$ cat config.mk
export PLATFORM = sky130hd
export DESIGN_NAME = tlg_seq
export DESIGN_NICKNAME = d
export VERILOG_FILES = /design/src/hdl/triangular_lattice_gas_propagation_core_defines.svh /design/src/hdl/tlg_pkg.sv /design/src/hdl/tlg_seq.sv
export SDC_FILE = /design/constraint.sdc
export NUM_CORES = 1
export LEC_CHECK = 0
export BUFFER_PORTS_ARGS = -buffer_cell sky130_fd_sc_hd__buf_2
export CORE_ASPECT_RATIO = 1.5
export CORE_UTILIZATION = 40
export CTS_BUF_LIST = sky130_fd_sc_hd__clkbuf_8
export CTS_CLUSTER_SIZE = 12
export DETAILED_ROUTE_END_ITERATION = 8
export PLACE_DENSITY_LB_ADDON = 0.05
export SYNTH_ARGS = -nofsm -noshare
export SYNTH_HDL_FRONTEND = slang
export SYNTH_SLANG_ARGS = --single-unit
$ cat constraint.sdc
create_clock -name clk -period 10.2 [get_ports clk]
set_input_delay 1.53 -clock clk [delete_from_list [all_inputs] [get_ports clk]]
set_output_delay 1.53 -clock clk [all_outputs]
set_load 0.05 [all_outputs]
$ cat src/hdl/triangular_lattice_gas_propagation_core_defines.svh
// Assertion macros shared by the lattice gas propagation RTL.
`ifndef TRIANGULAR_LATTICE_GAS_PROPAGATION_CORE_DEFINES_SVH
`define TRIANGULAR_LATTICE_GAS_PROPAGATION_CORE_DEFINES_SVH

// Same-cycle implication, checked on clk, idle during reset.
`define TLG_ASSERT_NOW(label, ante, cons, msg) \
  label: assert property (@(posedge clk) disable iff (!rst_n) (ante) |-> (cons)) \
    else $error(msg);

// Next-cycle implication, checked on clk, idle during reset.
`define TLG_ASSERT_NEXT(label, ante, cons, msg) \
  label: assert property (@(posedge clk) disable iff (!rst_n) (ante) |=> (cons)) \
    else $error(msg);

`endif

$ cat src/hdl/tlg_pkg.sv
// Shared types and constants of the lattice gas propagation core.
`default_nettype none
package tlg_pkg;

  localparam int ROW_W     = 16;
  localparam int COL_W     = 10;
  localparam int NCOL_W    = 11;
  localparam int CELL_W    = 3;
  localparam int CFG_W     = 16;
  localparam int CFG_IDX_W = 1;

  // register indexes
  localparam logic [CFG_IDX_W-1:0] CFG_NUM_ROWS = 1'b0;
  localparam logic [CFG_IDX_W-1:0] CFG_NUM_COLS = 1'b1;

  // input item kinds
  localparam logic MODE_CELL  = 1'b0;
  localparam logic MODE_DRAIN = 1'b1;

  // particle bit positions within a cell
  localparam int BIT_SIDE = 0;
  localparam int BIT_UP   = 1;  // filled from the cell above
  localparam int BIT_DOWN = 2;  // filled from the cell below

  localparam logic [ROW_W-1:0]  NUM_ROWS_RST = 16'd1024;
  localparam logic [NCOL_W-1:0] NUM_COLS_RST = 11'd1024;

  // one result request, launched with the line store reads
  typedef struct packed {
    logic             emit;
    logic [ROW_W-1:0] row;
    logic [COL_W-1:0] col;
    logic             last;
    logic             above_ok;
    logic             side_ok;
    logic             below_up;
  } tlg_req_t;

endpackage
`default_nettype wire

$ cat src/hdl/tlg_seq.sv
// Raster sequencer: config registers, position counters, store addressing.
`default_nettype none
module tlg_seq #(
  parameter int MAX_COLS = 1024
) (
  input  wire                               clk,
  input  wire                               rst_n,
  input  wire                               accept,
  input  wire                               mode,
  input  wire  [tlg_pkg::CELL_W-1:0]        cell_value,
  input  wire                               cfg_we,
  input  wire  [tlg_pkg::CFG_IDX_W-1:0]     cfg_idx,
  input  wire  [tlg_pkg::CFG_W-1:0]         cfg_data,
  output tlg_pkg::tlg_req_t                 req,
  output logic                              wr_en,
  output logic                              wr_half,
  output logic [$clog2(MAX_COLS)-1:0]       wr_col,
  output logic                              above_half,
  output logic [$clog2(MAX_COLS)-1:0]       above_col,
  output logic                              side_half,
  output logic [$clog2(MAX_COLS)-1:0]       side_col
);

  localparam int AW     = $clog2(MAX_COLS);
  localparam int ROW_W  = tlg_pkg::ROW_W;
  localparam int NCOL_W = tlg_pkg::NCOL_W;

  logic [ROW_W-1:0]  num_rows_r;
  logic [NCOL_W-1:0] num_cols_r;
  logic [ROW_W-1:0]  in_row_r, in_row_nxt;
  logic [NCOL_W-1:0] in_col_r, in_col_nxt;
  logic [NCOL_W-1:0] drain_col_r, drain_col_nxt;
  logic              draining_r, draining_nxt;

  logic [ROW_W-1:0]  rows_eff;
  logic [NCOL_W-1:0] cols_eff;
  logic              col_wrap, row_wrap, drain_last;
  logic [ROW_W-1:0]  cur_row;
  logic [NCOL_W-1:0] cur_col, side_c;
  logic [NCOL_W:0]   col_p1;
  logic              side_even;

  always_comb begin
    rows_eff = (num_rows_r == '0) ? ROW_W'(1) : num_rows_r;
    priority if (num_cols_r == '0) begin
      cols_eff = NCOL_W'(1);
    end else if (32'(num_cols_r) > MAX_COLS) begin
      cols_eff = NCOL_W'(MAX_COLS);
    end else begin
      cols_eff = num_cols_r;
    end
  end

  assign col_wrap   = ({1'b0, in_col_r} + 1'b1) >= {1'b0, cols_eff};
  assign row_wrap   = ({1'b0, in_row_r} + 1'b1) >= {1'b0, rows_eff};
  assign drain_last = ({1'b0, drain_col_r} + 1'b1) >= {1'b0, cols_eff};

  // streaming emits the row above the arriving one; draining emits the held row
  assign cur_row   = draining_r ? in_row_r : in_row_r - ROW_W'(1);
  assign cur_col   = draining_r ? drain_col_r : in_col_r;
  assign side_even = (cur_row[0] == cur_col[0]);
  assign col_p1    = {1'b0, cur_col} + 1'b1;
  assign side_c    = side_even ? col_p1[NCOL_W-1:0] : cur_col - NCOL_W'(1);

  always_comb begin
    req.emit     = accept && (draining_r ? (mode == tlg_pkg::MODE_DRAIN)
                                         : (mode == tlg_pkg::MODE_CELL && in_row_r != '0));
    req.row      = cur_row;
    req.col      = cur_col[tlg_pkg::COL_W-1:0];
    req.last     = draining_r && drain_last;
    req.above_ok = (cur_row != '0);
    req.side_ok  = side_even ? (col_p1 < {1'b0, cols_eff}) : (cur_col != '0);
    req.below_up = !draining_r && (in_row_r < rows_eff) && cell_value[tlg_pkg::BIT_UP];
  end

  assign wr_en      = accept && (mode == tlg_pkg::MODE_CELL) && !draining_r;
  assign wr_half    = in_row_r[0];
  assign wr_col     = AW'(in_col_r);
  assign above_half = ~cur_row[0];
  assign above_col  = AW'(cur_col);
  assign side_half  = cur_row[0];
  assign side_col   = AW'(side_c);

  always_comb begin
    in_row_nxt    = in_row_r;
    in_col_nxt    = in_col_r;
    drain_col_nxt = drain_col_r;
    draining_nxt  = draining_r;
    if (accept) begin
      if (!draining_r && mode == tlg_pkg::MODE_CELL) begin
        if (col_wrap) begin
          in_col_nxt = '0;
          if (row_wrap) begin
            draining_nxt  = 1'b1;
            drain_col_nxt = '0;
          end else begin
            in_row_nxt = in_row_r + ROW_W'(1);
          end
        end else begin
          in_col_nxt = in_col_r + NCOL_W'(1);
        end
      end else if (draining_r && mode == tlg_pkg::MODE_DRAIN) begin
        if (drain_last) begin
          in_row_nxt    = '0;
          in_col_nxt    = '0;
          drain_col_nxt = '0;
          draining_nxt  = 1'b0;
        end else begin
          drain_col_nxt = drain_col_r + NCOL_W'(1);
        end
      end
    end
  end

  always_ff @(posedge clk) begin
    if (!rst_n) begin
      num_rows_r  <= tlg_pkg::NUM_ROWS_RST;
      num_cols_r  <= tlg_pkg::NUM_COLS_RST;
      in_row_r    <= '0;
      in_col_r    <= '0;
      drain_col_r <= '0;
      draining_r  <= 1'b0;
    end else begin
      in_row_r    <= in_row_nxt;
      in_col_r    <= in_col_nxt;
      drain_col_r <= drain_col_nxt;
      draining_r  <= draining_nxt;
      if (cfg_we) begin
        unique case (cfg_idx)
          tlg_pkg::CFG_NUM_ROWS: num_rows_r <= cfg_data;
          tlg_pkg::CFG_NUM_COLS: num_cols_r <= cfg_data[NCOL_W-1:0];
        endcase
      end
    end
  end

endmodule
`default_nettype wire

# Yosys cells after proc, flatten, opt, wreduce, memory -nomap -nowiden
# Index checks and enable logic that the tools add are counted.
# Widths: inputs -> output; s select.
[word_totals] register_bits=66 inputBits=25 output_inout_bits=65
[classes] n_addsub=9 order_cmp=6 eq_ne=4 muxes=27 n_bitwise=3 reduce_logical=23
[op_table] op="$mux 11" count=12
[op_table] op="$mux 16" count=7
[op_table] op="$add 11x1->12 const B" count=3
[op_table] op="$reduce_bool 16->1" count=2
[op_table] op="$ge 12x11->1" count=2
[op_table] op="$add 11x1->11 const B" count=2
[op_table] op="$add 16x1->17 const B" count=1
[op_table] op="$ge 17x16->1" count=1
[op_table] op="$add 16x1->16 const B" count=1
[op_table] op="$logic_not 16->1" count=1
[op_table] op="$lt 16x16->1" count=1
[op_table] op="$sub 16x1->16 const B" count=1
[op_table] op="$lt 12x11->1" count=1
[op_table] op="$gt 11x11->1 const B" count=1
[op_table] op="$logic_not 11->1" count=1
[op_table] op="$reduce_bool 11->1" count=1
[op_table] op="$mux 10" count=1
[op_table] op="$reduce_and 5->1" count=2
[op_table] op="$sub 10x1->10 const B" count=1
[op_table] op="$logic_and 1x1->1" count=9
[op_table] op="$mux 1" count=7
[op_table] op="$ne 2x2->1 const B" count=3
[op_table] op="$reduce_and 2->1" count=2
[op_table] op="$reduce_and 4->1" count=1
[op_table] op="other kinds (5)" count=8

# Longest topological paths before layout
# Gate-level depths: netlist of the first run.
[depth] ltp_word=7 mapped_depth=15

# Worst setup path before layout of the first run
# Ideal clock, no wire load.
[synth_timing] kind="flip-flop to output port" startpoint="reg draining_r" endpoint="out req[1] (netlist name)" arrival_time_ns=4.804 required_time_ns=8.670 slack_ns=3.866 path_stages_with_launch=14 path_buffers=1 cell_sequence="dfxtp_1 -> buf_6 -> mux2i_1 -> inv_1 -> ha_1 -> nand3_1 -> nor3_1 -> xnor2_1 -> ha_1 -> nor3_1 -> nand2_1 -> a211oi_1 -> a211oi_1 -> o31ai_1"
[synth_rtl] element="start, declared" line_no="tlg_seq.sv:33" rtl="logic draining_r, draining_nxt;"
[synth_rtl] element="start signal, assigned" line_no="tlg_seq.sv:127" rtl="draining_r <= draining_nxt;"
[synth_rtl] element="end, declared" line_no="tlg_seq.sv:14" rtl="output tlg_pkg::tlg_req_t req,"

==> impl_metrics.py, run 1 <==
metrics = {
    "synthesis": {
        "syn_area_um2": 6190,
        "synth-compound-area-share": 0.189,
        "ys_seq_area_frac": 0.214,
        "post-synth-top-count-cell": "nand2_1",
        "yosysUniqueCellTypes": 63,
        "syn-num-nets": 901,
        "synth-simple-area-share": 0.246,
        "synth_async_sr_flop_share": 0,
        "synthCells": 805,
        "synth_top_area_share": 0.214,
        "synthXorXnorAreaFrac": 0.0906,
        "synth_mux_area_frac": 0.0358,
        "synth_commonest_cells": "131 x nand2_1, 71 x ha_1, 66 x dfxtp_1",
        "synth_top_family_by_area": "simple AND/OR/NAND/NOR gates",
        "synth_ff_type": "dfxtp_1",
        "syn_area_per_cell_um2": 7.69,
        "synthTopCellsByArea": "dfxtp_1 21%, ha_1 14%, nand2_1 7.9%",
        "synth_adder_area_share": 0.144,
        "synth-edff-count": 0,
        "yosysWarnings": 0,
        "ys_ff_latch": 66,
        "post-synth-top-area-cell": "dfxtp_1",
    },
    "clock_network": {
        "clock-sinks": 66,
        "cts.repair.resized": 0,
        "post-cts-setup-buffer-count": 0,
        "tritoncts": "built",
        "cts_made_buffers": 9,
        "clock_latency_ns": 0.36,
        "clk_path_buf_depth": 2,
        "clk_pin_slew_worst_paths_ns": 0.08,
        "cts_hold_buf": 0,
        "cts_root_buf": "clkbuf_8",
        "cts_max_level": 3,
    },
    "worst_hold_path": {
        "min-delay-path-class": "reg2reg",
        "hold_path_end": "num_rows_r[0]$_SDFFE_PN0P_",
        "min-delay-start": "num_rows_r[0]$_SDFFE_PN0P_",
        "whs_path_depth": 2,
    },
    "route": {
        "drt-total-wl_um": 19400,
        "detail_route.vias_per_cell": 5.70,
        "routed.top_layer": "met4",
        "wl_met1_um": 7470,
        "final_antenna_net_count": 0,
        "first_iter_violations": 236,
        "drc": 0,
        "dr_wl_met2_um": 10600,
        "wl_met3_um": 530,
        "drtPass1Iterations": 4,
        "vias": 5987,
        "wire_per_inst_um": 18.5,
    },
    "finish": {
        "area_delta_synth_final_pct": 9.58,
        "drive_above_1_share": 0.143,
        "register_area_um2": 1320,
        "n_antenna_cell": 0,
        "final_cells": 1051,
        "nets": 943,
        "multi_input_area_um2": 4370,
        "nFillCells": 1567,
    },
    "power_and_ir_drop": {
        "p_total_w": 0.000689,
        "leakage_nw": 3.12,
        "power_density_nw_per_um2": 102,
        "worst_ir_drop_vdd_mv": 0.0713,
    },
    "floorplanning": {
        "start_util": 0.411,
        "die_y_um": 154,
        "num_io_pins": 90,
        "fp.coreArea_um2": 15100,
        "rows": 55,
        "die_area_um2": 16000,
        "die_x_um": 104,
    },
    "sta": {
        "fmax_ghz": 0.173,
        "setup_tns_ns": 0,
        "layout_min_cycle_time_ns": 5.77,
        "drv_slew": 0,
        "post-route-period-util": 0.566,
        "rsz0062_at_grt": "no",
        "final.setup_skew_ns": 0.0122,
        "slew_headroom": 0.248,
        "setup_viol": 0,
        "worst_pin_slew_ns": 1.13,
        "finalHoldViolCount": 0,
    },
    "flow_run": {
        "maxCapViolCount": 0,
    },
    "global_route": {
        "grt_overflow_total": 0,
        "grt_pass1_wl_um": 30300,
        "track_usage": 0.241,
        "antenna_found_initial": 0,
        "grt_max_degree": 47,
        "grt_pass1_vias": 5805,
    },
    "placed_design": {
        "dpl.hpwl_um": 15100,
        "placedCellCount": 1035,
        "gp_congestion": 0.924,
        "io_buffers": 87,
    },
    "critical_path": {
        "r2r-start": "in_row_r[0]$_SDFFE_PN0P_",
        "cp-end-kind": "primary output",
        "r2r_slack_ns": 5.82,
        "regToRegEndpoint": "drain_col_r[9]$_SDFFE_PN0P_",
        "r2r_cells": 15,
        "cp-start-kind": "register",
        "crit_arrival_ns": 4.24,
        "worst-setup-path-type": "reg2out",
        "crit_fanout": 19,
        "crit_required_ns": 8.67,
    },
    "status": {
        "status": "finished clean",
    },
}
critical path, stage by stage, from the launching register on:
cell and delay (ns):
dfxtp_1 1.08, mux2i_1 0.36, inv_1 0.20, ha_1 0.27, nand3_1 0.17, nor3_1 0.36, xnor2_1 0.13, ha_1 0.23
nor3_1 0.18, nand2_1 0.07, a211oi_1 0.24, a211oi_1 0.09, o31ai_1 0.18, buf_2 0.30
registers in the layout, indices dropped and copies added (netlist names):
register	cells
in_row_r	16
num_rows_r	16
draining_r	1
in_col_r	11
num_cols_r	11
drain_col_r	11
per-stage QoR:
| step | util | area (um^2) | hold WS, ns | setup WS [ns] |
|---|---|---|---|---|
| 3_3_place_gp | 0.435 | 6560 | 0.462 | 4.81 |
| 2_1_floorplan | - | 6190 | 0.436 | 3.87 |
| 3_5_place_dp | 0.435 | 6560 | 0.466 | 4.81 |
| 6_report | 0.450 | 6780 | 0.470 | 4.43 |
| 5_1_grt | 0.450 | 6780 | 0.509 | 4.07 |
| 4_1_cts | 0.450 | 6780 | 0.478 | 4.38 |
cell usage in the layout (no fill, tap or decap), types with 4 or more instances in the layout:
master	n
nand2_1	131
dfxtp_1	66
a32o_1	9
nor4_1	11
nor2b_1	9
o211a_1	6
xnor2_1	41
nor3_1	22
or3_1	8
nand3_2	4
nand3_1	28
and4_1	4
o31ai_1	7
a41oi_1	9
buf_4	4
nand2b_1	9
o22ai_1	8
a21o_1	17
o211ai_1	5
inv_1	39
o2111ai_1	4
a21oi_1	49
nand4_1	13
o21ai_0	24
and3_1	11
buf_2	87
clkbuf_8	10
and2_1	4
mux2i_1	21
nor2_1	40
ha_1	71
xor2_1	23
a31oi_1	6
routing by layer:
| metal | vias to the layer above | GRT usage |
|---|---|---|
| met4 | 0 | 0.127 |
| li1 | 2938 | - |
| met5 | - | 0 |
| met3 | 41 | 0.0232 |
| met1 | 2859 | 0.248 |
| met2 | 149 | 0.476 |
how the worst max path moves through the flow:
stage | endpoint | start | slack [ns] | depth (start not counted)
after floorplan | req[1] | draining_r$_SDFFE_PN0P_ | 3.87 | 13
after global placement | req[1] | draining_r$_SDFFE_PN0P_ | 4.81 | 13
after detailed placement | req[1] | draining_r$_SDFFE_PN0P_ | 4.81 | 13
after CTS | req[1] | draining_r$_SDFFE_PN0P_ | 4.38 | 13
after global routing | req[1] | draining_r$_SDFFE_PN0P_ | 4.07 | 13
final | req[1] | draining_r$_SDFFE_PN0P_ | 4.43 | 13
cell type report:
type	instances	area share
Clock buffer	10	0.0203
Clock inverter	6	0.0131
Inverter	41	0.0227
Multi-Input combinational cell	638	0.644
Sequential cell	66	0.195
Tap cell	199	0.0367
Timing Repair Buffer	91	0.0686
cell families (layout without fill, tap and decap cells):
logic type	count (synthesis)	count (layout)
buffers and inverters	101	148
muxes	22	22
and+or+nand+nor	313	313
xor gates and xnor gates	64	64
adders and majority gates	71	71
AOI/OAI and AO/OA	168	168
DFF	66	66
power by group:
| group | internal (W) | leakage, nW | total (W) | switching (W) |
|---|---|---|---|---|
| sequential | 0.000263 | 0.535 | 0.000269 | 0.00000609 |
| combinational | 0.0000457 | 2.47 | 0.000158 | 0.000112 |
| clock | 0.000145 | 0.115 | 0.000262 | 0.000117 |
| total | 0.000454 | 3.12 | 0.000689 | 0.000235 |
Power figures use the tool's default switching activity.
==> run 2: changes to the inputs <==
clock period = 5.63 ns   (was 10.2 ns; I/O delays follow)
==> run 2 against run 1 <==
Net effect: via count grew 0.47%; count of clock-buffer cells in the layout is the same; first-iteration DRC count grew 15%; utilization shrank 0.11 points; final cell count grew 0.29%; non-clock buffer count grew 3.
==> impl_metrics.py, run 2 (synthesis gave the netlist of run 1 again) <==
metrics = {
    "status": {
        "status": "finished clean",
    },
    "floorplanning": {
        "die_area_um2": 16000,
        "start_util": 0.411,
        "rows": 55,
        "num_io_pins": 90,
        "die_x_um": 104,
        "fp.coreArea_um2": 15100,
        "die_y_um": 154,
    },
    "finish": {
        "area_delta_synth_final_pct": 9.32,
        "nets": 946,
        "n_antenna_cell": 0,
        "final_cell_mix": "131 x nand2_1, 87 x buf_2, 71 x ha_1",
        "fin_area_um2": 6770,
        "reg.largest.list": "in_row_r (16), num_rows_r (16)",
        "nFillCells": 1592,
        "layout_commonest_cell": "nand2_1",
        "drive_above_1_share": 0.150,
    },
    "route": {
        "drc": 0,
        "detail_route.vias_per_cell": 5.71,
        "drtPass1Iterations": 4,
        "drt-total-wl_um": 19700,
        "final_antenna_net_count": 0,
        "vias": 6015,
        "first_iter_violations": 272,
        "wire_per_inst_um": 18.7,
    },
    "clock_network": {
        "cts.repair.resized": 0,
        "cts_hold_buf": 0,
        "cts_made_buffers": 9,
        "clock_latency_ns": 0.36,
        "clk_pin_slew_worst_paths_ns": 0.08,
        "cts_max_level": 3,
        "tritoncts": "built",
        "cts_root_buf": "clkbuf_8",
        "post-cts-setup-buffer-count": 0,
        "clock-sinks": 66,
        "clk_path_buf_depth": 2,
    },
    "sta": {
        "final.setup_skew_ns": 0.0125,
        "setup_viol": 0,
        "drv_slew": 0,
        "post-route-period-util": 0.806,
        "layout_min_cycle_time_ns": 4.54,
        "rsz0062_at_grt": "no",
        "setup_tns_ns": 0,
        "finalHoldViolCount": 0,
        "slew_headroom": 0.254,
        "worst_pin_slew_ns": 1.12,
        "fmax_ghz": 0.220,
    },
    "critical_path": {
        "crit_arrival_ns": 3.69,
        "worst-setup-path-type": "reg2out",
        "cp-start-kind": "register",
        "crit_required_ns": 4.79,
        "crit_fanout": 8,
        "r2r_slack_ns": 1.37,
        "cp-end-kind": "primary output",
    },
    "power_and_ir_drop": {
        "leakage_nw": 3.11,
        "worst_ir_drop_vdd_mv": 0.0880,
        "power_density_nw_per_um2": 171,
    },
    "global_route": {
        "grt_pass1_vias": 5900,
        "grt_max_degree": 47,
        "grt_overflow_total": 0,
        "track_usage": 0.248,
        "grt_pass1_wl_um": 31100,
        "antenna_found_initial": 0,
    },
    "worst_hold_path": {
        "min-delay-path-class": "reg2reg",
    },
    "placed_design": {
        "dpl_cell_area_um2": 6590,
        "dpl.hpwl_um": 15300,
        "gp_congestion": 0.916,
        "io_buffers": 87,
    },
    "flow_run": {
        "maxCapViolCount": 0,
    },
}
[run 2: cell count changes in the layout (fill, tap and decap cells not counted)]
cell and delta:
o21ai_2 +1, o31ai_2 +1, clkinv_2 +2, bufinv_16 -2, o31ai_1 -1, clkinvlp_4 +2, o21ai_1 -1, inv_1 -1
buf_4 +3, inv_6 -1
[run 2: final cells by class]
class	instances	area (um^2)	area share
Clock buffer	10	138	0.0203
Clock inverter	6	41.3	0.00610
Inverter	41	154	0.0227
Multi-Input combinational cell	638	4370	0.647
Sequential cell	66	1320	0.195
Tap cell	199	249	0.0368
Timing Repair Buffer	94	488	0.0721
[run 2: metal layers]
| layer | up-vias | global-route usage | wire length (um) |
|---|---|---|---|
| met4 | 0 | 0.139 | 914 |
| met3 | 51 | 0.0287 | 682 |
| li1 | 2942 | - | - |
| met5 | - | 0 | 0 |
| met2 | 175 | 0.480 | 10700 |
| met1 | 2847 | 0.255 | 7460 |
[run 2: path summary, 6_finish.rpt]
kind	start	end	depth (start not counted)
worst min-delay path	num_cols_r[2]$_SDFFE_PN0P_	num_cols_r[2]$_SDFFE_PN0P_	2
worst max register to register	in_row_r[0]$_SDFFE_PN0P_	drain_col_r[9]$_SDFFE_PN0P_	15
worst max-delay path	drain_col_r[1]$_SDFFE_PN0P_	req[3]	11
worst min register to register	num_cols_r[2]$_SDFFE_PN0P_	num_cols_r[2]$_SDFFE_PN0P_	2
[run 2: power by group]
part           switching [W]  internal (W)  leakage, nW
clock               0.000209      0.000172       0.0847
combinational       0.000207     0.0000845         2.49
sequential         0.0000104      0.000477        0.535
total               0.000427      0.000733         3.11
[run 2: stage by stage]
| step | total power (W) | util | setup slack [ns] | hold slack [ns] | instances |
|---|---|---|---|---|---|
| floorplan | 0.000714 | - | 0.406 | 0.436 | 805 |
| global placement | 0.000785 | 0.437 | 1.45 | 0.463 | 1038 |
| detailed placement | 0.000789 | 0.437 | 1.43 | 0.462 | 1038 |
| CTS | 0.00117 | 0.449 | 1.10 | 0.474 | 1054 |
| global route | 0.00122 | 0.449 | 0.799 | 0.489 | 1054 |
| finish | 0.00116 | 0.449 | 1.09 | 0.473 | 1054 |
[run 2: critical path, cell delays in order, from the launching register on]
cell and delay (ns):
dfxtp_1 0.46, ha_1 0.29, nand3_2 0.20, nor3_1 0.52, nand3_1 0.17, xnor2_1 0.17
ha_1 0.30, nand4_1 0.21, a31oi_4 0.24, o211ai_4 0.17, a31oi_1 0.29, buf_2 0.32
