===== config.mk =====
export PLATFORM = sky130hd
export DESIGN_NAME = tlg_out
export DESIGN_NICKNAME = d
export VERILOG_FILES = /design/src/hdl/triangular_lattice_gas_propagation_core_defines.svh /design/src/hdl/tlg_pkg.sv /design/src/hdl/tlg_out.sv
export SDC_FILE = /design/constraint.sdc
export NUM_CORES = 1
export LEC_CHECK = 0
export BUFFER_PORTS_ARGS = -buffer_cell sky130_fd_sc_hd__buf_2
export CAP_MARGIN = 20
export CORE_MARGIN = 4
export CORE_UTILIZATION = 38
export CTS_BUF_LIST = sky130_fd_sc_hd__clkbuf_4 sky130_fd_sc_hd__clkbuf_8
export DETAILED_ROUTE_END_ITERATION = 6
export GPL_TIMING_DRIVEN = 0
export PLACE_DENSITY = 0.71
export SKIP_CTS_REPAIR_TIMING = 1
export SYNTH_ARGS = -nofsm -noshare
export SYNTH_HDL_FRONTEND = slang
export SYNTH_SLANG_ARGS = --single-unit

===== constraint.sdc =====
create_clock -name clk -period 4.3 [get_ports clk]
set_input_delay 0.215 -clock clk [delete_from_list [all_inputs] [get_ports clk]]
set_output_delay 0.215 -clock clk [all_outputs]
set_load 0.05 [all_outputs]

===== src/hdl/triangular_lattice_gas_propagation_core_defines.svh =====
// Assertion macros shared by the lattice gas propagation RTL.
`ifndef TRIANGULAR_LATTICE_GAS_PROPAGATION_CORE_DEFINES_SVH
`define TRIANGULAR_LATTICE_GAS_PROPAGATION_CORE_DEFINES_SVH

// Same-cycle implication, checked on clk, idle during reset.
`define TLG_ASSERT_NOW(label, ante, cons, msg) \
  label: assert property (@(posedge clk) disable iff (!rst_n) (ante) |-> (cons)) \
    else $error(msg);

// Next-cycle implication, checked on clk, idle during reset.
`define TLG_ASSERT_NEXT(label, ante, cons, msg) \
  label: assert property (@(posedge clk) disable iff (!rst_n) (ante) |=> (cons)) \
    else $error(msg);

`endif


===== src/hdl/tlg_pkg.sv =====
// Shared types and constants of the lattice gas propagation core.
`default_nettype none
package tlg_pkg;

  localparam int ROW_W     = 16;
  localparam int COL_W     = 10;
  localparam int NCOL_W    = 11;
  localparam int CELL_W    = 3;
  localparam int CFG_W     = 16;
  localparam int CFG_IDX_W = 1;

  // register indexes
  localparam logic [CFG_IDX_W-1:0] CFG_NUM_ROWS = 1'b0;
  localparam logic [CFG_IDX_W-1:0] CFG_NUM_COLS = 1'b1;

  // input item kinds
  localparam logic MODE_CELL  = 1'b0;
  localparam logic MODE_DRAIN = 1'b1;

  // particle bit positions within a cell
  localparam int BIT_SIDE = 0;
  localparam int BIT_UP   = 1;  // filled from the cell above
  localparam int BIT_DOWN = 2;  // filled from the cell below

  localparam logic [ROW_W-1:0]  NUM_ROWS_RST = 16'd1024;
  localparam logic [NCOL_W-1:0] NUM_COLS_RST = 11'd1024;

  // one result request, launched with the line store reads
  typedef struct packed {
    logic             emit;
    logic [ROW_W-1:0] row;
    logic [COL_W-1:0] col;
    logic             last;
    logic             above_ok;
    logic             side_ok;
    logic             below_up;
  } tlg_req_t;

endpackage
`default_nettype wire


===== src/hdl/tlg_out.sv =====
// Result stage: merges store read data into a cell, then the output register.
`default_nettype none
module tlg_out (
  input  wire                                clk,
  input  wire                                rst_n,
  input  wire                                accept,
  input  tlg_pkg::tlg_req_t                  req,
  input  wire  [tlg_pkg::CELL_W-1:0]         above_data,
  input  wire  [tlg_pkg::CELL_W-1:0]         side_data,
  input  wire                                out_ready,
  output logic                               take,
  output logic                               out_valid,
  output logic [tlg_pkg::CELL_W-1:0]         out_cell,
  output logic [tlg_pkg::ROW_W-1:0]          out_row,
  output logic [tlg_pkg::COL_W-1:0]          out_col,
  output logic                               out_last
);

  tlg_pkg::tlg_req_t          s1_r;
  logic                       s1_v_r;
  logic                       out_valid_r;
  logic [tlg_pkg::CELL_W-1:0] cell_r;
  logic [tlg_pkg::ROW_W-1:0]  row_r;
  logic [tlg_pkg::COL_W-1:0]  col_r;
  logic                       last_r;
  logic                       adv;
  logic [tlg_pkg::CELL_W-1:0] merged;

  assign adv  = !out_valid_r || out_ready;
  assign take = !s1_v_r || adv;

  always_comb begin
    merged                    = '0;
    merged[tlg_pkg::BIT_SIDE] = s1_r.side_ok && side_data[tlg_pkg::BIT_SIDE];
    merged[tlg_pkg::BIT_UP]   = s1_r.above_ok && above_data[tlg_pkg::BIT_DOWN];
    merged[tlg_pkg::BIT_DOWN] = s1_r.below_up;
  end

  always_ff @(posedge clk) begin
    if (!rst_n) begin
      s1_v_r      <= 1'b0;
      out_valid_r <= 1'b0;
    end else begin
      if (accept) begin
        s1_v_r <= req.emit;
      end else if (adv) begin
        s1_v_r <= 1'b0;
      end
      if (adv) begin
        out_valid_r <= s1_v_r;
      end
    end
  end

  always_ff @(posedge clk) begin
    if (accept) begin
      s1_r <= req;
    end
    if (adv && s1_v_r) begin
      cell_r <= merged;
      row_r  <= s1_r.row;
      col_r  <= s1_r.col;
      last_r <= s1_r.last;
    end
  end

  assign out_valid = out_valid_r;
  assign out_cell  = cell_r;
  assign out_row   = row_r;
  assign out_col   = col_r;
  assign out_last  = last_r;

endmodule
`default_nettype wire


## Yosys cells after proc, flatten, opt, wreduce, memory -nomap -nowiden

Cells that the tools add are included.

- Divide/modulo/power cells: 0
- Reduce and logical (&&, ||, !) cells: 8
- $add $sub $neg: 0
- Multipliers: 0
- Multiplexer cells: 2
- $lt $le $gt $ge: 0
- Equality and inequality tests: 0
- Bitwise logic cells: 0
- Shift operators: 0

Operators by type and width:

| operator | number |
|---|---|
| 1-bit logical AND | 3 |
| 1-bit zero test | 2 |
| 1-bit logical OR | 2 |
| 1-bit two-way mux | 2 |
| 2-bit nonzero test | 1 |

- Memory bits (read-only): 0
- Output and inout bits: 32
- Bits in writable memories: 0
- Register bits: 62
- Memories kept: 0
- Input bits: 41
- Word-level logic and storage cells: 22
- Latch bits: 0

## Depth between registers and ports, before layout

Gate-level depths: netlist (run 1).

- Depth after elaboration: 4
- Mapped depth: 2
- Gate-level depth less buffers: 2

## Least setup slack after synthesis (run 1)

Ideal clock, no wire load.

- Kind: flip-flop to flip-flop
- Start point: reg out_valid_r, in the netlist out_valid
- End point: reg cell_r (netlist bit out_cell[0]) (enable)
- Path slack: 1805 ps
- Cell stages (with the launch flop): 3
- Setup time: 420 ps
- Data arrival time: 2075 ps
- Buffers on the path: 0
- Data required time: 3880 ps
- Period minus slack after synthesis: 2495 ps
- Cells stage by stage: dfxtp_1 > nor2b_2 > nor2b_1

- Word-level cells in the longest chain between the ends: 3

Ends and longest elaborated chain:

| what | RTL line | source |
|---|---|---|
| start: declaration | tlg_out.sv:21 | `logic out_valid_r;` |
| start signal: assignment | tlg_out.sv:50 | `out_valid_r <= s1_v_r;` |
| 1-bit zero test | tlg_out.sv:29 | `assign adv = !out_valid_r \|\| out_ready;` |
| 1-bit logical OR | tlg_out.sv:29 |  |
| 1-bit logical AND | tlg_out.sv:59 | `if (adv && s1_v_r) begin` |
| end signal: assignment | tlg_out.sv:60 | `cell_r <= merged;` |
| end: declaration | tlg_out.sv:22 | `logic [tlg_pkg::CELL_W-1:0] cell_r;` |

Every way passes these cells.
A chain may end at the register's enable or synchronous reset.

## Worst setup path after layout (run 1)

- Start point: reg out_valid_r, in the netlist out_valid
- End point: reg col_r (netlist bit out_col[6]) (enable)

- Word-level cells in the longest chain between the ends: 3

Ends and longest elaborated chain:

| what | RTL line | source |
|---|---|---|
| 1-bit zero test | tlg_out.sv:29 |  |
| 1-bit logical OR | tlg_out.sv:29 |  |
| 1-bit logical AND | tlg_out.sv:59 |  |
| end signal: assignment | tlg_out.sv:62 | `col_r <= s1_r.col;` |
| end: declaration | tlg_out.sv:24 | `logic [tlg_pkg::COL_W-1:0] col_r;` |

Every way passes these cells.

==> results of run 1 <==
## cells by family after synthesis
kind of cell    synth area share [%]
simple gates                    2.43
compound gates                 0.789
flops                           96.8
## per-layer routing
metal	up-vias	part of all wire, %
met2	49	51
met3	7	12
met5	-	0
met4	0	2.0
met1	431	34
li1	440	-
## state kept, by name, summed over array words and instances, names as in the netlist
name and count:
out_valid 1, out_col 10, s1_r 29, s1_v_r 1, out_cell 3, merged 1, out_last 1, out_row 16
## cells in the mapped netlist
master,instances
nand4bb_1,1
nor2b_2,1
nor2b_1,1
edfxtp_1,60
nand2_1,2
o21a_1,1
dfxtp_1,2
and2_1,2
a21boi_1,1
## cell type report
class                           count  area [um2]
Clock buffer                       11         139
Clock inverter                      3        13.8
Fill cell                         410        2290
Multi-Input combinational cell      9        63.8
Sequential cell                    62        1840
Tap cell                           67        83.8
Timing Repair Buffer               69         355
## worst paths after layout
path	startpoint	end	slack, ns	cells past startpoint
hold reg to reg	s1_r[3]$_DFFE_PP_	out_last$_DFFE_PP_	0.42	0
setup / recovery	out_valid$_SDFFE_PN0P_	out_col[6]$_DFFE_PP_	2.61	3
setup reg to reg	out_valid$_SDFFE_PN0P_	out_col[6]$_DFFE_PP_	2.61	3
hold / removal	req[0]	merged[2]$_DFFE_PP_	0.07	1
## power breakdown
part           total, uW  switching [uW]  internal (uW)
Clock                398             187            211
Sequential           711            8.25            702
Combinational       69.9            49.8           20.0
## cells in the final DEF (no fill, tap or decap), drive strengths merged
cell | synthesis | layout
and2 | 2 | 2
o21a | 1 | 1
nand2 | 2 | 2
dfxtp | 2 | 2
edfxtp | 60 | 60
buf | 0 | 69
nand4bb | 1 | 1
clkbuf | 0 | 11
a21boi | 1 | 1
nor2b | 2 | 2
clkinv | 0 | 3
## stage by stage
stage / power, uW / std cells / area, um2 / hold WS, ns
after floorplan: 759 / 71 / 1900 / 0.314
after global placement: 790 / 206 / 2330 / 0.392
after detailed placement: 795 / 207 / 2340 / 0.393
after CTS: 1200 / 221 / 2500 / 0.0447
after global routing: 1230 / 221 / 2500 / 0.0426
final: 1180 / 221 / 2500 / 0.0677
==> impl_metrics.py, run 1 <==
metrics = {
    "timing": {
        "timing.fmax_mhz": 593,
        "fin_tns_setup_ns": 0,
        "skew_ns": 0.00498,
        "fin_crit_sh_pct": 39.2,
        "setup_slack_ns": 2.61,
        "final_max_slew_viol_count": 0,
        "relSlewSlack_pct": 45.7,
        "rsz0062_at_grt": "false",
        "period_needed_ns": 1.69,
        "finalSetupViolCount": 0,
        "worst_slew_pin_slew_ns": 0.811,
        "finalHoldViolations": 0,
    },
    "setup_path": {
        "path_cells": "nor2b_2 -> nor2b_2 -> buf_8",
        "slowest_stage": "nor2b_2",
        "worst-path-buf-inv": 1,
        "worst_setup_path_end_kind": "flop",
        "critPathLaunchType": "flop",
        "critical-path-max-stage-delay_ns": 0.65,
        "criticalPathCategory": "flop to flop",
        "critPathMaxFanout": 16,
        "arrival_ns": 1.71,
        "cpMostUsedCell": "nor2b_2",
        "required_ns": 4.32,
        "crit_family": "simple AND/OR/NAND/NOR gates",
    },
    "placed_design": {
        "dpl_worst_slack_ns": 2.56,
        "dpl.hpwl_mm": 2.28,
        "port_buffers": 68,
        "place.gp.congestion": 0.625,
    },
    "die": {
        "die_h_um": 78.8,
        "die_w_um": 78.8,
        "core_um2": 4790,
        "initial_core_util_pct": 39.8,
        "boundaryPins": 73,
        "dieArea_um2": 6200,
        "rows": 25,
    },
    "detailed_routing": {
        "vias": 927,
        "drtIter0Drc": 34,
        "drc": 0,
        "viasPerCell": 4.19,
        "drt-pass1-iter-count": 4,
        "wl_mm": 3.09,
        "routedWlPerCell_um": 14.0,
        "postRouteAntennaNets": 0,
    },
    "clock_network": {
        "cts_tree": "done",
        "clock_sinks": 62,
        "clk_pin_slew_worst_paths_ns": 0.06,
        "cts_inserted_buffers": 9,
        "cts_max_level": 3,
        "cts.root.buffer_cell": "clkbuf_8",
        "cts_buffer_depth": 2,
        "clk_latency_ns": 0.32,
    },
    "synthesis": {
        "syn-num-nets": 112,
        "synth_area_leaders": "edfxtp_1, dfxtp_1, and2_1",
        "yosysTopAreaCellShare_pct": 94.7,
        "synth_top_area_cell": "edfxtp_1",
        "synth.yosys.warnings": 0,
        "synthCells": 71,
        "seq_area_frac_synth_pct": 96.8,
        "syn_avg_cell_area_um2": 26.8,
        "mappedNetlistArea_um2": 1900,
        "synth_seq_cells": 62,
        "synth_cell_type_count": 9,
    },
    "global_route": {
        "met1_usage_pct": 10.5,
        "grt-ovfl-total": 0,
        "use_met2_pct": 18.3,
        "antenna_found_initial": 0,
        "grt.met3_usage_pct": 6.46,
        "busiest_layer": "met2",
        "track_usage_pct": 11.1,
        "grt_pass1_vias": 1001,
        "grt_max_degree": 33,
        "grt_pass1_wl_mm": 4.83,
    },
    "layout": {
        "n_antenna_cell": 0,
        "area_delta_synth_final_pct": 31.2,
        "final_core_util_pct": 52.2,
        "layout-drive-gt1-share_pct": 54.5,
        "fin_nets": 192,
    },
    "pwr": {
        "p_per_area_nw_per_um2": 472,
        "irDropWorstVdd_mv": 0.238,
        "p_leak_uw": 0.000965,
    },
    "run_status": {
        "status": "complete, no violations",
    },
    "hold_path": {
        "holdCritPathClass": "input pin to flop",
    },
    "flow_run": {
        "drv_cap": 0,
    },
}
Note: power is estimated with default switching activity, not from simulation.
==> run 2, diff against run 1 <==
==> constraint.sdc (replaced) <==
create_clock -name clk -period 1.8 [get_ports clk]
set_input_delay 0.09 -clock clk [delete_from_list [all_inputs] [get_ports clk]]
set_output_delay 0.09 -clock clk [all_outputs]
set_load 0.05 [all_outputs]
==> run 2 against run 1 <==
- combinational power increased to 3.1 times the previous value
- global-route usage grew 0.072 points
- cell count is 14% higher
- sequential share of layout area down 7.9 points
- cell area grew 12%
- wire length is 16% higher
- clock-buffer cell count stayed put
- register-to-register slack worse by 2.4 ns
- critical path depth down 1
- via count rose by 14%
- sequential cell count is the same
- clock skew up 0.0011 ns
- critical endpoint is now out_row[7]$_DFFE_PP_
- largest power group unchanged
==> impl_metrics.py, run 2 (synthesis gave the netlist of run 1 again) <==
metrics = {
    "run_status": {
        "status": "complete, no violations",
    },
    "global_route": {
        "grt_max_degree": 33,
        "grt_pass1_vias": 1009,
        "grt_pass1_wl_mm": 4.90,
        "antenna_found_initial": 0,
        "track_usage_pct": 11.2,
        "grt-ovfl-total": 0,
    },
    "setup_path": {
        "arrival_ns": 1.49,
        "r2r_cells": 2,
        "critPathMaxFanout": 30,
        "worst_setup_path_end_kind": "flop",
        "required_ns": 1.74,
        "criticalPathCategory": "flop to flop",
        "critPathLaunchType": "flop",
    },
    "detailed_routing": {
        "drt-pass1-iter-count": 4,
        "drc": 0,
        "viasPerCell": 4.20,
        "drtIter0Drc": 80,
        "wl_met3_um": 297,
        "highest_layer": "met4",
        "routedWlPerCell_um": 14.3,
        "vias": 1055,
        "postRouteAntennaNets": 0,
        "met2_length_mm": 2.10,
        "wl_mm": 3.59,
        "met1Wirelength_mm": 1.16,
    },
    "layout": {
        "final_core_util_pct": 58.5,
        "largest_reg_flops": 29,
        "n_antenna_cell": 0,
        "final_common_cell": "buf_2",
        "regMostFlops": "s1_r",
        "fin_nets": 222,
        "num-fill-cells": 365,
        "final_cell_mix": "buf_2, edfxtp_1, dlygate4sd3_1, clkbuf_8",
        "layout-drive-gt1-share_pct": 45.1,
        "fin_area_um2": 2800,
        "area_delta_synth_final_pct": 47.0,
    },
    "die": {
        "die_w_um": 78.8,
        "initial_core_util_pct": 39.8,
        "core_um2": 4790,
        "boundaryPins": 73,
        "die_h_um": 78.8,
        "rows": 25,
        "dieArea_um2": 6200,
    },
    "pwr": {
        "p_leak_uw": 0.00109,
        "p_per_area_nw_per_um2": 1020,
        "irDropWorstVdd_mv": 0.716,
    },
    "timing": {
        "finalHoldViolations": 0,
        "rsz0062_at_grt": "false",
        "finalSetupViolCount": 0,
        "period_needed_ns": 1.56,
        "relSlewSlack_pct": 44.1,
        "skew_ns": 0.00609,
        "fin_crit_sh_pct": 86.4,
        "timing.fmax_mhz": 643,
        "worst_slew_pin_slew_ns": 0.837,
        "fin_tns_setup_ns": 0,
        "final_max_slew_viol_count": 0,
    },
    "hold_path": {
        "holdPathStages": 3,
        "holdCritPathClass": "input pin to flop",
    },
    "clock_network": {
        "clk_pin_slew_worst_paths_ns": 0.06,
        "cts.root.buffer_cell": "clkbuf_8",
        "clk_latency_ns": 0.31,
        "clock_sinks": 62,
        "cts_tree": "done",
        "cts_buffer_depth": 2,
        "cts_max_level": 3,
        "cts_inserted_buffers": 9,
    },
    "placed_design": {
        "place_area_um2": 2330,
        "port_buffers": 68,
        "place.gp.congestion": 0.649,
    },
    "flow_run": {
        "drv_cap": 0,
    },
}
[run 2: cell count changes in the layout (fill, tap and decap cells not counted)]
cell	previous run	this run
buf_8	1	0
nor2b_4	0	1
nor2b_2	2	1
dlygate4sd3_1	0	31
[run 2: layer usage]
metal	vias up	GRT usage (%)
met2	45	18.7
met4	0	5.77
met3	4	7.82
li1	503	-
met5	-	0
met1	503	9.99
[run 2: critical path: stages (launching register included)]
cell     delay, ns
dfxtp_1       0.32
nor2b_2       0.18
nor2b_4       0.67
[run 2: metrics by stage]
| step | total power (uW) | worst slack [ns] | instances | hold WS (ns) |
|---|---|---|---|---|
| after global placement | 1890 | 0.279 | 206 | 0.267 |
| after global routing | 3010 | 0.116 | 251 | 0.0242 |
| final | 2870 | 0.244 | 251 | 0.0541 |
| after CTS | 2850 | 0.225 | 220 | -0.0779 |
| after detailed placement | 1900 | 0.245 | 206 | 0.268 |
| after floorplan | 1810 | 0.199 | 71 | 0.189 |
[run 2: power by group]
part / leakage (uW) / internal (uW) / switching (uW)
clock: 0.0000833 / 505 / 442
combinational: 0.000419 / 90.0 / 130
sequential: 0.000586 / 1680 / 22.0
[run 2: final cells by class]
class	count	area, um2	share of cell area, %
flip-flops and latches	62	1840	65.8
repair buffers	99	651	23.3
clock buffers	11	139	4.96
well taps	67	83.8	3.00
multi-input cells	9	68.8	2.46
clock inverters	3	13.8	0.492
[run 2: final timing paths]
kind,startpoint,to,slack (ns)
max,out_valid$_SDFFE_PN0P_,out_row[7]$_DFFE_PP_,0.24
min,req[30],s1_v_r$_SDFFE_PN0P_,0.05
max reg2reg,out_valid$_SDFFE_PN0P_,out_row[7]$_DFFE_PP_,0.24
min reg2reg,s1_r[3]$_DFFE_PP_,out_last$_DFFE_PP_,0.42
==> run 3, diff against run 2 <==
--- a/config.mk
+++ b/config.mk
@@ -12,6 +12,7 @@
 export CTS_BUF_LIST = sky130_fd_sc_hd__clkbuf_4 sky130_fd_sc_hd__clkbuf_8
 export DETAILED_ROUTE_END_ITERATION = 6
 export GPL_TIMING_DRIVEN = 0
+export MAX_ROUTING_LAYER = met4
 export PLACE_DENSITY = 0.71
 export SKIP_CTS_REPAIR_TIMING = 1
 export SYNTH_ARGS = -nofsm -noshare
==> run 3 against run 2 <==
- critical path type unchanged
- clock-buffer cell count did not move
- highest routed layer unchanged
- largest cell class unchanged
- first-iteration DRC count shrank 13%
- die area did not move
- cell area is the same
- wire length decreased by 1.1%
- maximum frequency up 0.91%
- power is 0.13% higher
- sequential cell count unchanged
- non-clock buffer count unchanged
- largest power group unchanged
- register-to-register slack about the same
- critical path depth did not move
==> impl_metrics.py, run 3 (synthesis gave the netlist of run 1 again) <==
metrics = {
    "global_route": {
        "grt_pass1_vias": 1009,
        "antenna_found_initial": 0,
        "grt.met3_usage_pct": 6.69,
        "use_met2_pct": 18.7,
        "busiest_layer": "met2",
        "track_usage_pct": 11.5,
        "grt-ovfl-total": 0,
        "grt_pass1_wl_mm": 4.88,
        "met1_usage_pct": 10.5,
        "grt_max_degree": 33,
    },
    "setup_path": {
        "criticalPathCategory": "flop to flop",
        "required_ns": 1.74,
        "critPathLaunchType": "flop",
        "critPathMaxFanout": 30,
        "arrival_ns": 1.49,
        "worst_setup_path_end_kind": "flop",
    },
    "run_status": {
        "status": "complete, no violations",
    },
    "placed_design": {
        "port_buffers": 68,
        "dp.cells": 206,
        "place.gp.congestion": 0.655,
    },
    "pwr": {
        "p_total_uw": 2870,
        "clkPwrFrac_pct": 33.1,
        "p_int_uw": 2270,
        "pwr-share-comb_pct": 7.6,
        "power_switching_uw": 598,
        "swShare_pct": 20.8,
        "p_leak_uw": 0.00109,
        "irDropWorstVdd_mv": 0.718,
        "p_per_area_nw_per_um2": 1030,
        "pwr-share-seq_pct": 59.2,
    },
    "detailed_routing": {
        "wl_mm": 3.55,
        "routedWlPerCell_um": 14.2,
        "vias": 1053,
        "drtIter0Drc": 70,
        "drc": 0,
        "drt-pass1-iter-count": 2,
        "viasPerCell": 4.20,
        "postRouteAntennaNets": 0,
    },
    "die": {
        "dieArea_um2": 6200,
        "initial_core_util_pct": 39.8,
        "core_um2": 4790,
        "rows": 25,
        "die_h_um": 78.8,
        "die_w_um": 78.8,
        "boundaryPins": 73,
    },
    "flow_run": {
        "drv_cap": 0,
    },
    "timing": {
        "period_needed_ns": 1.54,
        "worst_slew_pin_slew_ns": 0.819,
        "final_max_slew_viol_count": 0,
        "fin_crit_sh_pct": 85.6,
        "skew_ns": 0.00637,
        "finalHoldViolations": 0,
        "timing.fmax_mhz": 649,
        "fin_tns_setup_ns": 0,
        "finalSetupViolCount": 0,
        "rsz0062_at_grt": "false",
        "relSlewSlack_pct": 45.3,
    },
    "layout": {
        "area_delta_synth_final_pct": 47.0,
        "fin_nets": 222,
        "final_common_cell": "buf_2",
        "final_cell_mix": "buf_2, edfxtp_1, dlygate4sd3_1, clkbuf_8",
        "regMostFlops": "s1_r",
        "layout-drive-gt1-share_pct": 45.1,
        "largest_reg_flops": 29,
        "multi_input_area_um2": 68.8,
        "num-fill-cells": 365,
        "stdcell_count": 251,
        "seqCellArea_um2": 1840,
        "n_antenna_cell": 0,
    },
    "clock_network": {
        "cts_max_level": 3,
        "cts_buffer_depth": 2,
        "cts.root.buffer_cell": "clkbuf_8",
        "cts_inserted_buffers": 9,
        "clk_pin_slew_worst_paths_ns": 0.06,
        "clock_sinks": 62,
        "cts_tree": "done",
        "clk_latency_ns": 0.32,
    },
    "hold_path": {
        "holdCritPathClass": "input pin to flop",
    },
}
-- run 3: final timing paths --
check / startpoint / slack, ns / endpoint / depth (start not counted)
max: out_valid$_SDFFE_PN0P_ / 0.26 / out_row[7]$_DFFE_PP_ / 2
min: req[30] / 0.05 / s1_v_r$_SDFFE_PN0P_ / 3
max reg2reg: out_valid$_SDFFE_PN0P_ / 0.26 / out_row[7]$_DFFE_PP_ / 2
min reg2reg: s1_r[3]$_DFFE_PP_ / 0.42 / out_last$_DFFE_PP_ / 0
-- run 3: worst max-delay path, cell delays in order, from the launching register on --
cell     delay (ns)
dfxtp_1        0.32
nor2b_2        0.18
nor2b_4        0.65
-- run 3: cell type report --
cell class / count / share of cell area [%]
clock inverters: 3 / 0.492
repair buffers: 99 / 23.3
clock buffers: 11 / 4.96
well taps: 67 / 3.00
flip-flops and latches: 62 / 65.8
multi-input cells: 9 / 2.46
-- run 3: through the flow --
step / utilization, % / hold WS, ns / setup slack, ns / instance area [um2]
floorplan: - / 0.189 / 0.199 / 1910
global placement: 48.8 / 0.267 / 0.279 / 2330
detailed placement: 48.8 / 0.268 / 0.245 / 2330
CTS: 52.0 / -0.0779 / 0.225 / 2490
global route: 58.5 / 0.0248 / 0.116 / 2800
finish: 58.5 / 0.0464 / 0.258 / 2800
-- run 3: power groups by stage --
stage | combinational [uW] | clock, uW | sequential, uW
finish | 219 | 951 | 1700
global route | 234 | 1070 | 1710
CTS | 167 | 987 | 1700
detailed placement | 167 | 0 | 1730
global placement | 163 | 0 | 1720
floorplan | 14.6 | 0 | 1800
-- run 3: routing by layer --
metal  part of all wire (%)  vias to the layer above
met5                      0                        -
met4                    2.9                        0
met3                    7.8                        9
met2                     57                       49
met1                     32                      494
li1                       -                      501
